## config.mk

```make
export PLATFORM = sky130hd
export DESIGN_NAME = ic3_mac
export DESIGN_NICKNAME = d
export VERILOG_FILES = /design/src/hdl/ic3_pkg.sv /design/src/hdl/ic3_mac.sv
export SDC_FILE = /design/constraint.sdc
export NUM_CORES = 2
export LEC_CHECK = 0
export BUFFER_PORTS_ARGS = -buffer_cell sky130_fd_sc_hd__buf_2
export CORE_ASPECT_RATIO = 1.5
export CORE_UTILIZATION = 45
export DETAILED_ROUTE_END_ITERATION = 12
export PLACE_DENSITY_LB_ADDON = 0.05
export SLEW_MARGIN = 40
export SYNTH_ARGS = -nofsm -noshare
export SYNTH_HDL_FRONTEND = slang
export SYNTH_SLANG_ARGS = --single-unit
```

## constraint.sdc

```tcl
create_clock -name clk -period 5.7 [get_ports clk]
set_clock_uncertainty 0.2 [all_clocks]
set_input_delay 0.57 -clock clk [delete_from_list [all_inputs] [get_ports clk]]
set_output_delay 0.57 -clock clk [all_outputs]
set_load 0.01 [all_outputs]
```

## src/hdl/ic3_pkg.sv

```systemverilog
// Shared types, constants and helper functions for the 3x3 image convolution.
// No dependencies; every other file of the block refers to this package.
package ic3_pkg;

  localparam int PIX_W      = 8;
  localparam int COEFF_BITS = 8;
  localparam int TAPS       = 3;
  localparam int WIDTH_W    = 11;
  localparam int HEIGHT_W   = 13;
  localparam int ROW_REG_W  = TAPS * COEFF_BITS;
  localparam int CFG_IDX_W  = 3;
  localparam int CFG_DATA_W = 24;
  localparam int SUM_W      = 20;
  localparam int PROD_W     = PIX_W + COEFF_BITS + 1;
  localparam int ROW_W      = 12;
  localparam int COL_W      = 10;
  localparam int MIN_DIM    = 3;
  localparam int MAX_HEIGHT = 4096;

  localparam logic [WIDTH_W-1:0]   IMAGE_WIDTH_RESET  = 11'd640;
  localparam logic [HEIGHT_W-1:0]  IMAGE_HEIGHT_RESET = 13'd480;
  // Laplacian-style default: 1 1 1 / 1 -8 1 / 1 1 1
  localparam logic [ROW_REG_W-1:0] COEFF_OUTER_RESET  = 24'h010101;
  localparam logic [ROW_REG_W-1:0] COEFF_CENTER_RESET = 24'h01F801;

  typedef enum logic [CFG_IDX_W-1:0] {
    REG_IMAGE_WIDTH  = 3'd0,
    REG_IMAGE_HEIGHT = 3'd1,
    REG_COEFF_TOP    = 3'd2,
    REG_COEFF_MIDDLE = 3'd3,
    REG_COEFF_BOTTOM = 3'd4
  } cfg_reg_t;

  typedef logic [PIX_W-1:0] pixel_t;
  typedef logic signed [SUM_W-1:0] sum_t;
  typedef logic signed [PROD_W-1:0] prod_t;

  // neighborhood indexed [row][column], row 0 oldest line, column 0 oldest column
  typedef logic [TAPS-1:0][TAPS-1:0][PIX_W-1:0] nbhd_t;
  typedef logic [TAPS-1:0][ROW_REG_W-1:0] coeff_rows_t;

  typedef struct packed {
    pixel_t upper;
    pixel_t lower;
  } line_pair_t;

  typedef struct packed {
    logic             emit;
    logic             frame_end;
    logic [ROW_W-1:0] row;
    logic [COL_W-1:0] col;
  } pos_t;

  function automatic prod_t tap_mul(input logic [ROW_REG_W-1:0] row_taps,
                                    input int unsigned idx, input pixel_t px);
    logic [COEFF_BITS-1:0] raw;
    prod_t k;
    prod_t p;
    raw = row_taps[idx*COEFF_BITS +: COEFF_BITS];
    k = {{(PROD_W-COEFF_BITS){raw[COEFF_BITS-1]}}, raw};
    p = {{(PROD_W-PIX_W){1'b0}}, px};
    return k * p;
  endfunction

  function automatic pixel_t saturate(input sum_t s);
    pixel_t r;
    if (s[SUM_W-1]) begin
      r = '0;
    end else if (|s[SUM_W-2:PIX_W]) begin
      r = '1;
    end else begin
      r = s[PIX_W-1:0];
    end
    return r;
  endfunction

endpackage

```

## src/hdl/ic3_mac.sv

```systemverilog
// Nine-tap multiply and adder tree with saturation, three register stages.
// Depends on ic3_pkg.
module ic3_mac (
  input  logic                 clk,
  input  logic                 rst,
  input  logic                 adv,
  input  logic                 in_valid,
  input  ic3_pkg::pos_t        in_pos,
  input  ic3_pkg::nbhd_t       nb,
  input  ic3_pkg::coeff_rows_t coeff,
  output logic                 out_valid,
  output ic3_pkg::sum_t        out_sum,
  output ic3_pkg::pixel_t      out_pixel,
  output ic3_pkg::pos_t        out_pos
);

  localparam int T = ic3_pkg::TAPS;

  ic3_pkg::prod_t prod   [T][T];
  ic3_pkg::prod_t prod_d [T][T];
  ic3_pkg::sum_t  rsum   [T];
  ic3_pkg::sum_t  rsum_d [T];
  ic3_pkg::sum_t  total_d;
  ic3_pkg::pos_t  s2_pos;
  ic3_pkg::pos_t  s3_pos;
  logic           s2_valid;
  logic           s3_valid;

  // flipped kernel: pixel (v,u) meets tap (2-v, 2-u)
  always_comb begin
    for (int v = 0; v < T; v++) begin
      for (int u = 0; u < T; u++) begin
        prod_d[v][u] = ic3_pkg::tap_mul(coeff[T-1-v], T-1-u, nb[v][u]);
      end
    end
    for (int v = 0; v < T; v++) begin
      rsum_d[v] = ic3_pkg::SUM_W'(prod[v][0]) + ic3_pkg::SUM_W'(prod[v][1])
                + ic3_pkg::SUM_W'(prod[v][2]);
    end
    total_d = rsum[0] + rsum[1] + rsum[2];
  end

  always_ff @(posedge clk) begin
    if (rst) begin
      s2_valid  <= 1'b0;
      s3_valid  <= 1'b0;
      out_valid <= 1'b0;
    end else if (adv) begin
      s2_valid  <= in_valid;
      s3_valid  <= s2_valid;
      out_valid <= s3_valid;
    end
  end

  always_ff @(posedge clk) begin
    if (adv) begin
      prod      <= prod_d;
      s2_pos    <= in_pos;
      rsum      <= rsum_d;
      s3_pos    <= s2_pos;
      out_sum   <= total_d;
      out_pixel <= ic3_pkg::saturate(total_d);
      out_pos   <= s3_pos;
    end
  end

`ifndef SYNTHESIS
  a_stall_holds_valid: assert property (@(posedge clk) disable iff (rst)
    !adv |=> out_valid)
    else $error("result pipeline lost a stalled beat");

  a_sat_high: assert property (@(posedge clk) disable iff (rst)
    out_valid && !out_sum[ic3_pkg::SUM_W-1] && (|out_sum[ic3_pkg::SUM_W-2:ic3_pkg::PIX_W])
    |-> out_pixel == '1)
    else $error("saturation high mismatch");

  a_sat_low: assert property (@(posedge clk) disable iff (rst)
    out_valid && out_sum[ic3_pkg::SUM_W-1] |-> out_pixel == '0)
    else $error("saturation low mismatch");
`endif

endmodule

```

## Yosys cells after proc, flatten, opt, wreduce, memory -nomap -nowiden

Index checks and enable logic that the tools add are counted.

- Register bits: 316
- Bits of input ports: 172
- Output and inout port bits: 53
- Logic and storage cells: 48

- Add/subtract/negate cells: 8
- Multipliers: 9
- Multiplexer cells: 1
- Reduce and logical (&&, ||, !) cells: 1

Operators by type and width:

| cell | number |
|---|---|
| 8-bit by 9-bit multiplier with 17-bit output | 9 |
| 18-bit by 17-bit adder with 19-bit output | 3 |
| 17-bit by 17-bit adder with 18-bit output | 3 |
| 20-bit adder | 2 |
| 11-bit OR reduction | 1 |
| 8-bit 2-to-1 mux | 1 |

## Depth between registers and ports, before layout

- Word-level depth: 4
- Depth in mapped cells: 20
- Mapped depth without buffers: 20

## Worst setup path before layout

No wires, ideal clock.

- Kind: input port to flip-flop
- Start: input port coeff[31] (netlist name)
- End: register prod[67] (netlist name) (data pin)
- Arrival time: 4.259 ns
- Data required time: 5.234 ns
- Setup slack: 0.975 ns
- Stages: 16
- Path buffers: 0
- Path through: inv_1 -> fa_1 -> fa_1 -> inv_1 -> fa_1 -> inv_1 -> fa_1 -> inv_1 -> ha_1 -> o21a_1 -> nor2_1 -> o21bai_1 -> a31o_2 -> a41o_1 -> o41ai_1 -> xnor2_1

RTL lines:

| item | RTL line | source |
|---|---|---|
| start, declared | ic3_mac.sv:10 | `input ic3_pkg::coeff_rows_t coeff,` |
| end signal, assigned | ic3_mac.sv:57 | `prod <= prod_d;` |
| end, declared | ic3_mac.sv:19 | `ic3_pkg::prod_t prod [T][T];` |

==> metrics <==
status complete, no violations; GP Congestion 0.8420; Largest stage delay, worst path roughly 540 ps; largest fanout on the critical path 6; # Post-CTS Setup Buffers 0; Cell Count, Final, Fillers Out about 4400; Final Setup Violations 0; initial core utilization 0.4541; syn nets between 4000 and 5000; total core area ~74000 sq um; combinational power share 0.657; Mapped Cells 3075; Psw 9255 uW; share of cells above drive strength 1 0.08978; Ant. Diodes 0; Sink Count between 300 and 400; minimum clock period roughly 4600 ps; maximum capacitance violations 0; Nets roughly 4400; Synth Warn # 0; Synth cell types 64; number of synthesized register bits about 310; slowest cell on the critical path fa_1; Hold Slack a little under 30 ps; WS Path Type input pin to flip-flop; DRT Wirelength between 70000 and 80000 microns; critical-path cell list buf_2, inv_1, fa_1, fa_1, inv_1, fa_1, inv_1, fa_1, inv_1, ha_1, o21a_1, nor2_1, o21bai_1, a31o_2, a41o_1, o41ai_1, xnor2_1; Pre-antenna DRT Iters 4; Reg power frac 0.234; Int Power about 12000 uW; Max Slew Vio Count 0; CP Capture Type flip-flop; Critical Path RT about 5800 ps; fraction of registers with async set/reset 0; Worst slew margin 0.5530; endpoint arrival time on the critical path roughly 4700 ps; Placed Cells 4291; Post-synth EDFFs just over 300; commonest non-fill, non-tap cell in the layout inv_1; GRT Residual Overflow 0; worst slew pin tran 667.2 ps; total CTS buffers 36; fmax 0.2153 GHz; largest net degree at the start of global routing 99; first-pass GRT wire length approximately 120000 microns; pre-CTS setup slack 494.2 ps; WL/cell 16.69 microns; min setup slack post-route 1055 ps; Seq/Total Area, Yosys 0.2804; drt drc 0; CTS tree built; initial antenna violation count 0; Global Route Usage Sum 0.2043; vias in the first global route between 20000 and 25000; Area contributors post-synth edfxtp_1 28%, fa_1 24%, ha_1 17%, and2_1 7.0%, inv_1 6.2%; initial drt markers about 760; Die Wd around 220 microns; syn_area_per_cell around 11 sq um; RSZ-0062 raised after global routing no; Final ANT Viol Nets 0; Peak VDD IR slightly below 0.5 mV; root cell of the clock tree clkbuf_16; Pleak 0.01754 uW; Via-to-Cell Ratio between 4 and 5; Worst-Skew Late Latency between 500 and 600 ps; cts repair resizes 0; top-area cell type share of the netlist area 0.2786; Setup TNS 0 ps; via count 21827; Syn Std Cell Area ~33000 sq um; switch share 0.4451; Power Dens Cells between 500 and 600 nW/um^2; clk slew on worst S/H paths around 70 ps; Max clock buf depth 3; final hold violations 0; Port Buf Inserts approximately 220; top_reg_cell synth edfxtp_1; clock group share of total power 0.109; Final Cycle Share 0.8149; site row count 122; Syn-to-layout area delta 11.41%; fin util 0.5059; Startpoint Class input pin; most frequent cells in the layout 554 x inv_1, 456 x ha_1, 407 x fa_1; Top Ports 225; worst hold-check path type input pin to flip-flop; H-tree depth 2; chip height about 340 microns; cell taking the most area after synthesis edfxtp_1; Die ar. between 70000 and 80000 sq um; HPWL reported at the end of detailed placement roughly 61000 microns
[cell usage after synthesis (4+ instances only)]
cell	number
nor3_1	33
xor2_1	34
edfxtp_1	310
ha_1	456
a21boi_0	4
nor2_1	122
o21a_1	15
nand4_1	4
o41ai_1	7
o21bai_1	16
o31ai_1	4
nand3_1	26
xnor2_1	126
a31o_2	10
fa_1	407
a31oi_1	6
o21ai_1	4
nor2b_1	40
or2_2	5
a21oi_1	108
or3_1	13
nand2b_1	37
nand3b_1	5
inv_1	554
o21ai_0	43
nand2_1	192
a211oi_1	4
a41oi_1	13
o211ai_1	15
a21o_1	33
and2_1	376
[kinds of logic (layout without fill, tap and decap cells)]
group,after synthesis,count (layout),synth area share
AOI/OAI and AO/OA,310,310,0.06067
xor gates and xnor gates,161,161,0.04243
muxes,3,3,0.0008989
DFF,313,313,0.2804
buffers and inverters,558,869,0.06269
and+or+nand+nor,867,867,0.1382
adders and majority gates,863,863,0.4147
[state kept, by name (all words and copies together), names as in the netlist]
register,flops
prod,153
rsum,57
out_pos,24
s2_pos,24
s3_pos,24
out_sum,20
out_pixel,8
out_valid,1
s2_valid,1
s3_valid,1
[per-stage QoR]
stage	area, sq um	total power [uW]
2_1_floorplan	33410	14860
6_report	37220	20790
3_5_place_dp	35840	18570
4_1_cts	37220	21110
3_3_place_gp	35810	18450
5_1_grt	37220	22880
[final timing paths]
kind | from | end | slack, ps | depth (start not counted)
setup / recovery | coeff[31] | prod[67]$_DFFE_PP_ | 1050 | 17
hold / removal | in_pos[10] | s2_pos[10]$_DFFE_PP_ | 30 | 1
setup reg to reg | rsum[1]$_DFFE_PP_ | out_pixel[5]$_SDFFCE_PP0P_ | 1160 | 12
hold reg to reg | s3_pos[15]$_DFFE_PP_ | out_pos[15]$_DFFE_PP_ | 210 | 0
[routing by layer]
layer	vias up	track usage	wire [microns]
met2	277	0.3950	40010
met4	0	0.04415	1414
met1	10853	0.2422	30080
li1	10626	-	-
met3	71	0.01768	1587
met5	-	0	0
[final cells by class]
type,count,area [sq um]
fill,6796,36360
tap,992,1241
sequential,313,9369
clock inverter,19,182.7
timing repair buffer,251,1439
multi-input combinational,2204,21950
inverter,555,2083
clock buffer,44,952.2
[repair_timing]
item,4_1_cts,5_1_grt
hold buffers,24,0
endpoints found under the hold margin,26,0
endpoints found under the setup margin,0,0
[power by group through the flow]
stage / clock network (uW) / registers [uW] / logic, uW
CTS: 2340 / 4900 / 13900
floorplan: 0 / 4710 / 10100
global route: 2410 / 4960 / 15500
global placement: 0 / 4940 / 13500
detailed placement: 0 / 4930 / 13600
finish: 2260 / 4860 / 13700
[critical path, delay by kind of cell]
kind,cells,cell delay (ps)
adder cells (fa/ha/maj),5,2380
AND/OR/NAND/NOR,1,150
buffers and inverters,5,460
AO/OA/AOI/OAI,5,1070
XOR/XNOR,1,110
Note: power is estimated with default switching activity, not from simulation.
