`config.mk`:
```
export PLATFORM = sky130hd
export DESIGN_NAME = ic3_scan
export DESIGN_NICKNAME = d
export VERILOG_FILES = /design/src/hdl/ic3_pkg.sv /design/src/hdl/ic3_scan.sv
export SDC_FILE = /design/constraint.sdc
export NUM_CORES = 1
export LEC_CHECK = 0
export BUFFER_PORTS_ARGS = -buffer_cell sky130_fd_sc_hd__clkbuf_2
export CAP_MARGIN = 0
export CORE_MARGIN = 2
export CORE_UTILIZATION = 38
export DETAILED_ROUTE_END_ITERATION = 7
export HOLD_SLACK_MARGIN = 0.06
export PLACE_DENSITY = 0.71
export SYNTH_ARGS = -nofsm -noshare
export SYNTH_HDL_FRONTEND = slang
export SYNTH_SLANG_ARGS = --single-unit
```
`constraint.sdc`:
```
create_clock -name clk -period 5.65 [get_ports clk]
set_input_delay 1.13 -clock clk [delete_from_list [all_inputs] [get_ports clk]]
set_output_delay 1.13 -clock clk [all_outputs]
set_load 0.005 [all_outputs]
```
`src/hdl/ic3_pkg.sv`:
```
// Shared types, constants and helper functions for the 3x3 image convolution.
// No dependencies; every other file of the block refers to this package.
package ic3_pkg;

  localparam int PIX_W      = 8;
  localparam int COEFF_BITS = 8;
  localparam int TAPS       = 3;
  localparam int WIDTH_W    = 11;
  localparam int HEIGHT_W   = 13;
  localparam int ROW_REG_W  = TAPS * COEFF_BITS;
  localparam int CFG_IDX_W  = 3;
  localparam int CFG_DATA_W = 24;
  localparam int SUM_W      = 20;
  localparam int PROD_W     = PIX_W + COEFF_BITS + 1;
  localparam int ROW_W      = 12;
  localparam int COL_W      = 10;
  localparam int MIN_DIM    = 3;
  localparam int MAX_HEIGHT = 4096;

  localparam logic [WIDTH_W-1:0]   IMAGE_WIDTH_RESET  = 11'd640;
  localparam logic [HEIGHT_W-1:0]  IMAGE_HEIGHT_RESET = 13'd480;
  // Laplacian-style default: 1 1 1 / 1 -8 1 / 1 1 1
  localparam logic [ROW_REG_W-1:0] COEFF_OUTER_RESET  = 24'h010101;
  localparam logic [ROW_REG_W-1:0] COEFF_CENTER_RESET = 24'h01F801;

  typedef enum logic [CFG_IDX_W-1:0] {
    REG_IMAGE_WIDTH  = 3'd0,
    REG_IMAGE_HEIGHT = 3'd1,
    REG_COEFF_TOP    = 3'd2,
    REG_COEFF_MIDDLE = 3'd3,
    REG_COEFF_BOTTOM = 3'd4
  } cfg_reg_t;

  typedef logic [PIX_W-1:0] pixel_t;
  typedef logic signed [SUM_W-1:0] sum_t;
  typedef logic signed [PROD_W-1:0] prod_t;

  // neighborhood indexed [row][column], row 0 oldest line, column 0 oldest column
  typedef logic [TAPS-1:0][TAPS-1:0][PIX_W-1:0] nbhd_t;
  typedef logic [TAPS-1:0][ROW_REG_W-1:0] coeff_rows_t;

  typedef struct packed {
    pixel_t upper;
    pixel_t lower;
  } line_pair_t;

  typedef struct packed {
    logic             emit;
    logic             frame_end;
    logic [ROW_W-1:0] row;
    logic [COL_W-1:0] col;
  } pos_t;

  function automatic prod_t tap_mul(input logic [ROW_REG_W-1:0] row_taps,
                                    input int unsigned idx, input pixel_t px);
    logic [COEFF_BITS-1:0] raw;
    prod_t k;
    prod_t p;
    raw = row_taps[idx*COEFF_BITS +: COEFF_BITS];
    k = {{(PROD_W-COEFF_BITS){raw[COEFF_BITS-1]}}, raw};
    p = {{(PROD_W-PIX_W){1'b0}}, px};
    return k * p;
  endfunction

  function automatic pixel_t saturate(input sum_t s);
    pixel_t r;
    if (s[SUM_W-1]) begin
      r = '0;
    end else if (|s[SUM_W-2:PIX_W]) begin
      r = '1;
    end else begin
      r = s[PIX_W-1:0];
    end
    return r;
  endfunction

endpackage

```
`src/hdl/ic3_scan.sv`:
```
// Raster position counters: column/row tracking, interior and frame-end flags.
// Depends on ic3_pkg.
module ic3_scan #(
  parameter int MAX_WIDTH = 1024,
  localparam int AW = $clog2(MAX_WIDTH)
) (
  input  logic                            clk,
  input  logic                            rst,
  input  logic                            step,
  input  logic [ic3_pkg::WIDTH_W-1:0]     image_width,
  input  logic [ic3_pkg::HEIGHT_W-1:0]    image_height,
  output logic [AW-1:0]                   addr,
  output ic3_pkg::pos_t                   pos
);

  localparam int WLW = (AW + 1 > ic3_pkg::WIDTH_W) ? AW + 1 : ic3_pkg::WIDTH_W;

  logic [AW-1:0]                col_count;
  logic [ic3_pkg::ROW_W-1:0]    row_count;
  logic [WLW-1:0]               width_ext;
  logic [WLW-1:0]               col_ext;
  logic [WLW-1:0]               col_prev;
  logic [WLW-1:0]               w_last;
  logic [ic3_pkg::HEIGHT_W-1:0] h_last;
  logic                         col_last;
  logic                         row_last;

  assign width_ext = WLW'(image_width);
  assign col_ext   = WLW'(col_count);
  assign col_prev  = col_ext - 1'b1;

  always_comb begin
    if (width_ext < WLW'(ic3_pkg::MIN_DIM)) begin
      w_last = WLW'(ic3_pkg::MIN_DIM - 1);
    end else if (width_ext > WLW'(MAX_WIDTH)) begin
      w_last = WLW'(MAX_WIDTH - 1);
    end else begin
      w_last = width_ext - 1'b1;
    end
    if (image_height < ic3_pkg::HEIGHT_W'(ic3_pkg::MIN_DIM)) begin
      h_last = ic3_pkg::HEIGHT_W'(ic3_pkg::MIN_DIM - 1);
    end else if (image_height > ic3_pkg::HEIGHT_W'(ic3_pkg::MAX_HEIGHT)) begin
      h_last = ic3_pkg::HEIGHT_W'(ic3_pkg::MAX_HEIGHT - 1);
    end else begin
      h_last = image_height - 1'b1;
    end
  end

  assign col_last = col_ext >= w_last;
  assign row_last = {1'b0, row_count} >= h_last;

  assign addr          = col_count;
  assign pos.emit      = (row_count >= ic3_pkg::ROW_W'(2)) && (col_count >= AW'(2));
  assign pos.frame_end = row_last && col_last;
  assign pos.row       = row_count - 1'b1;
  assign pos.col       = col_prev[ic3_pkg::COL_W-1:0];

  always_ff @(posedge clk) begin
    if (rst) begin
      col_count <= '0;
      row_count <= '0;
    end else if (step) begin
      if (col_last) begin
        col_count <= '0;
        row_count <= row_last ? '0 : row_count + 1'b1;
      end else begin
        col_count <= col_count + 1'b1;
      end
    end
  end

endmodule

```
* Word-level counts from Yosys, hierarchy flattened
Cells that the tools add are included.
** Word-level totals
- Register bits after elaboration :: 22
- Output and inout bits :: 34
- Word-level logic and storage cells :: 25
** Cells by class
- Add/subtract/negate cells :: 6
- $lt $le $gt $ge :: 8
- Multiplexer cells :: 6
- Reductions and logical operators :: 3
** Operators with widths (number)
- two-way mux 13 bit :: 2
- two-way mux 11 bit :: 2
- greater-or-equal comparator 12 x 13 -> 1 bit :: 1
- > comparator 13 bit, second input constant :: 1
- < comparator 13 x 2 -> 1 bit, second input constant :: 1
- subtractor 13 x 1 -> 13 bit, second input constant :: 1
- adder 12 x 1 -> 12 bit, second input constant :: 1
- greater-or-equal comparator 12 x 2 -> 1 bit, second input constant :: 1
- two-way mux 12 bit :: 1
- subtractor 12 x 1 -> 12 bit, second input constant :: 1
- greater-or-equal comparator 10 x 11 -> 1 bit :: 1
- > comparator 11 bit, second input constant :: 1
- < comparator 11 x 2 -> 1 bit, second input constant :: 1
- subtractor 11 x 1 -> 11 bit, second input constant :: 1
- adder 10 x 1 -> 10 bit, second input constant :: 1
- greater-or-equal comparator 10 x 2 -> 1 bit, second input constant :: 1
- two-way mux 10 bit :: 1
- subtractor 10 x 1 -> 10 bit, second input constant :: 1
- logical AND 1 bit :: 2
- AND reduction 2 bit :: 1

* Longest topological paths before layout
- Depth after elaboration :: 5
- Mapped depth :: 16

* Worst setup path before layout
OpenSTA, ideal clock, no wires.
- Kind :: input-to-output
- Start point :: input port image_height[0] (netlist name)
- End point :: output port pos[22] (netlist name)
- Arrival :: 3.612 ns
- Slack :: 0.908 ns
- Stages :: 14
- Path through :: inv_1 -> ha_1 -> nand2b_1 -> nor4_1 -> nand2_1 -> xnor2_1 -> o21ai_0 -> ha_1 -> or4_1 -> a221o_1 -> a31oi_2 -> or3_1 -> clkbuf_1 -> nor2_1
** RTL lines
- from (decl) :: RTL line ic3_scan.sv:11 : input logic [ic3_pkg::HEIGHT_W-1:0] image_height,
- to (decl) :: RTL line ic3_scan.sv:13 : output ic3_pkg::pos_t pos

==> out/summary.txt <==
# H-tree levels: 1
top post-synthesis cells by area: dfxtp_1, ha_1, xor2_1
Cell Rows: 29
vias per cell: 5.68
crit-path max FO: 6
setup TNS: 0 ps
clock skew: 0.783 ps
Layout area overhead: 16.4%
Cell Count, Final, Fillers Out: 474
Worst Setup End Kind: primary output
CTS Buf Count: 3
Setup Fix Bufs, Post-CTS: 0
Tcrit/Tclk final: 92.6%
RSZ-0062 raised after global routing: no
CTS tree: yes
die height: 85.3 µm
Hold Vio Cnt, Final: 0
R2R setup slack: 2730 ps
run status: finished, final reports clean
syn nets: 404
Tightest Pin Transition: 595 ps
io pins: 61
Distinct cells, synth: 47
Hold-fix buffers, CTS: 0
Crit Path Class: in2out
initial antenna violation count: 0
EDFF count, synth: 0
initial DRC count: 140
# resized after CTS: 0
first-pass GRT wire length: 10,900 µm
Worst R2R Path Depth: 8
TritonCTS Sinks: 22
ant diodes: 0
vias in the first global route: 2,362
fin util: 46.0%
R2R Path End: row_count[7]
pwr dens: 157 nW/µm²
Final Critical Period: 5230 ps
dpl ws: 457 ps
gr usage total: 17.7%
post-route ant nets: 0
Data arrival, critical path: 4100 ps
Placed Area: 2850 µm²
Worst R2R Start: addr[0]
DRC viols: 0
# setup viols final: 0
Worst VDD drop: 0.0836 mV
synthesized area: 2510 µm²
Core Area: 6350 µm²
Hold Path Class: reg2reg
post-synth top area share: 17.6%
post-route cell area: 2920 µm²
Final nets: 455
achievable clock frequency: 0.191 GHz
Port Buffers: 60
Root Driver: clkbuf_8
Post-Syn Instances: 347
DR vias: 2,694
residual overflow from global routing: 0
CP startpoint kind: input pin
WHS Path Cells: 2
Die Footprint: 7270 µm²
Avg Cell Area, Syn: 7.23 µm²
Critical Path RT: 4520 ps
RD Place Congestion: 0.911
initial core utilization: 39.5%
Slew Limit Headroom: 60.0%
sequential-to-total area share from yosys stat: 17.6%
largest area contributor in the netlist: dfxtp_1
layout cell share with drive strength beyond 1: 16.9%
Routed WL per cell: 13.7 µm
Min-Delay Startpoint: row_count[10]
ys flop type: dfxtp_1
Leakage: 0.00135 µW
detailed placement HPWL: 5140 µm
synthesis-stage register bit count: 22
die width: 85.3 µm
largest net degree at the start of global routing: 19
Clock Path Buffers: 2
final-report max-slew violation count: 0
hold path endpoint: row_count[10]
DRT Pass-1 Iters: 5
setup ws final: 420 ps
synth cell count leaders: nand2_1, nor2_1, ha_1, xor2_1, dfxtp_1
Clk pin slew, worst setup/hold paths: 80 ps
Ys Warns: 0
placed cell count: 470
clk_lat worst skew: 260 ps
Async S/R FF share, synth: 0%
max_cap viols: 0
dominant cell by count in the synthesized netlist: nand2_1
Routed WL: 6510 µm
==> state kept, by name (all words and copies together), names as in the netlist <==
register   count
row_count     12
addr          10
==> routing by layer <==
layer	GRT usage, %	up-vias	share of wire [%]
li1	-	1371	-
met1	24.7	1235	48
met4	4.76	0	1.1
met3	1.46	6	4.4
met5	0	-	0
met2	29.4	82	47
==> critical path, cell delays in order <==
cell and delay, ps:
clkbuf_2 110, inv_1 60, ha_1 170, nand2b_1 140
nor4_1 420, nand2_1 130, xnor2_1 160, o21ai_0 100
ha_1 210, or4_1 510, a221o_1 290, a31oi_2 160
or3_1 270, nor2_1 90, clkbuf_2 120
==> worst max path at each step <==
| stage | start | endpoint | slack (ps) |
|---|---|---|---|
| 6_report | image_height[0] | pos[22] | 420 |
| 5_1_grt | image_height[7] | pos[22] | 120 |
| 4_1_cts | image_height[0] | pos[22] | 440 |
| 3_5_place_dp | image_height[0] | pos[22] | 460 |
| 3_3_place_gp | image_height[0] | pos[22] | 530 |
| 2_1_floorplan | image_height[0] | pos[22] | 910 |
==> power by group <==
part / total (µW) / switching [µW] / internal [µW]
registers: 169 / 10.4 / 159
logic: 141 / 77.9 / 63.1
clock network: 148 / 53.3 / 94.7
total: 458 / 142 / 316
==> layout make-up <==
cell class	instances	area, µm²
Timing Repair Buffer	61	308
Fill cell	632	3430
Inverter	16	60.1
Sequential cell	22	440
Multi-Input combinational cell	294	1940
Clock buffer	3	41.3
Clock inverter	1	30.0
Tap cell	77	96.3
==> kinds of logic after synthesis <==
kind of cell,count (synthesis),share of synthesized area (%)
XOR/XNOR,36,12.6
buffers and inverters,31,4.94
multiplexers,1,0.399
AND/OR/NAND/NOR,156,30.4
adder cells (fa/ha/maj),30,15.0
AO/OA/AOI/OAI,71,19.2
flip-flops,22,17.6
==> cells in the final DEF, fill, tap and decap left out, types with 2 or more instances in the layout <==
| cell | instances |
|---|---|
| or3_1 | 8 |
| xnor2_1 | 13 |
| nand2b_1 | 4 |
| nor4_1 | 12 |
| and3_1 | 4 |
| or4_1 | 7 |
| nor2b_1 | 2 |
| clkbuf_8 | 3 |
| o311ai_0 | 2 |
| nand3_1 | 12 |
| nor2_1 | 31 |
| a31oi_1 | 5 |
| inv_1 | 16 |
| nand4_1 | 6 |
| o211ai_1 | 4 |
| clkbuf_2 | 60 |
| dfxtp_1 | 22 |
| nand3b_1 | 2 |
| o21ai_0 | 17 |
| xor2_1 | 23 |
| a21oi_1 | 12 |
| ha_1 | 30 |
| a22o_1 | 3 |
| nor3_1 | 17 |
| a32o_1 | 2 |
| a21o_1 | 2 |
| nand2_1 | 47 |
| o31ai_1 | 6 |
| a211oi_1 | 4 |
| a211o_1 | 2 |
==> metrics by stage <==
stage / total power [µW] / hold slack (ps)
global route: 486 / 571
global placement: 309 / 529
floorplan: 253 / 498
detailed placement: 314 / 532
CTS: 460 / 545
finish: 458 / 548
Power figures use the tool's default switching activity.
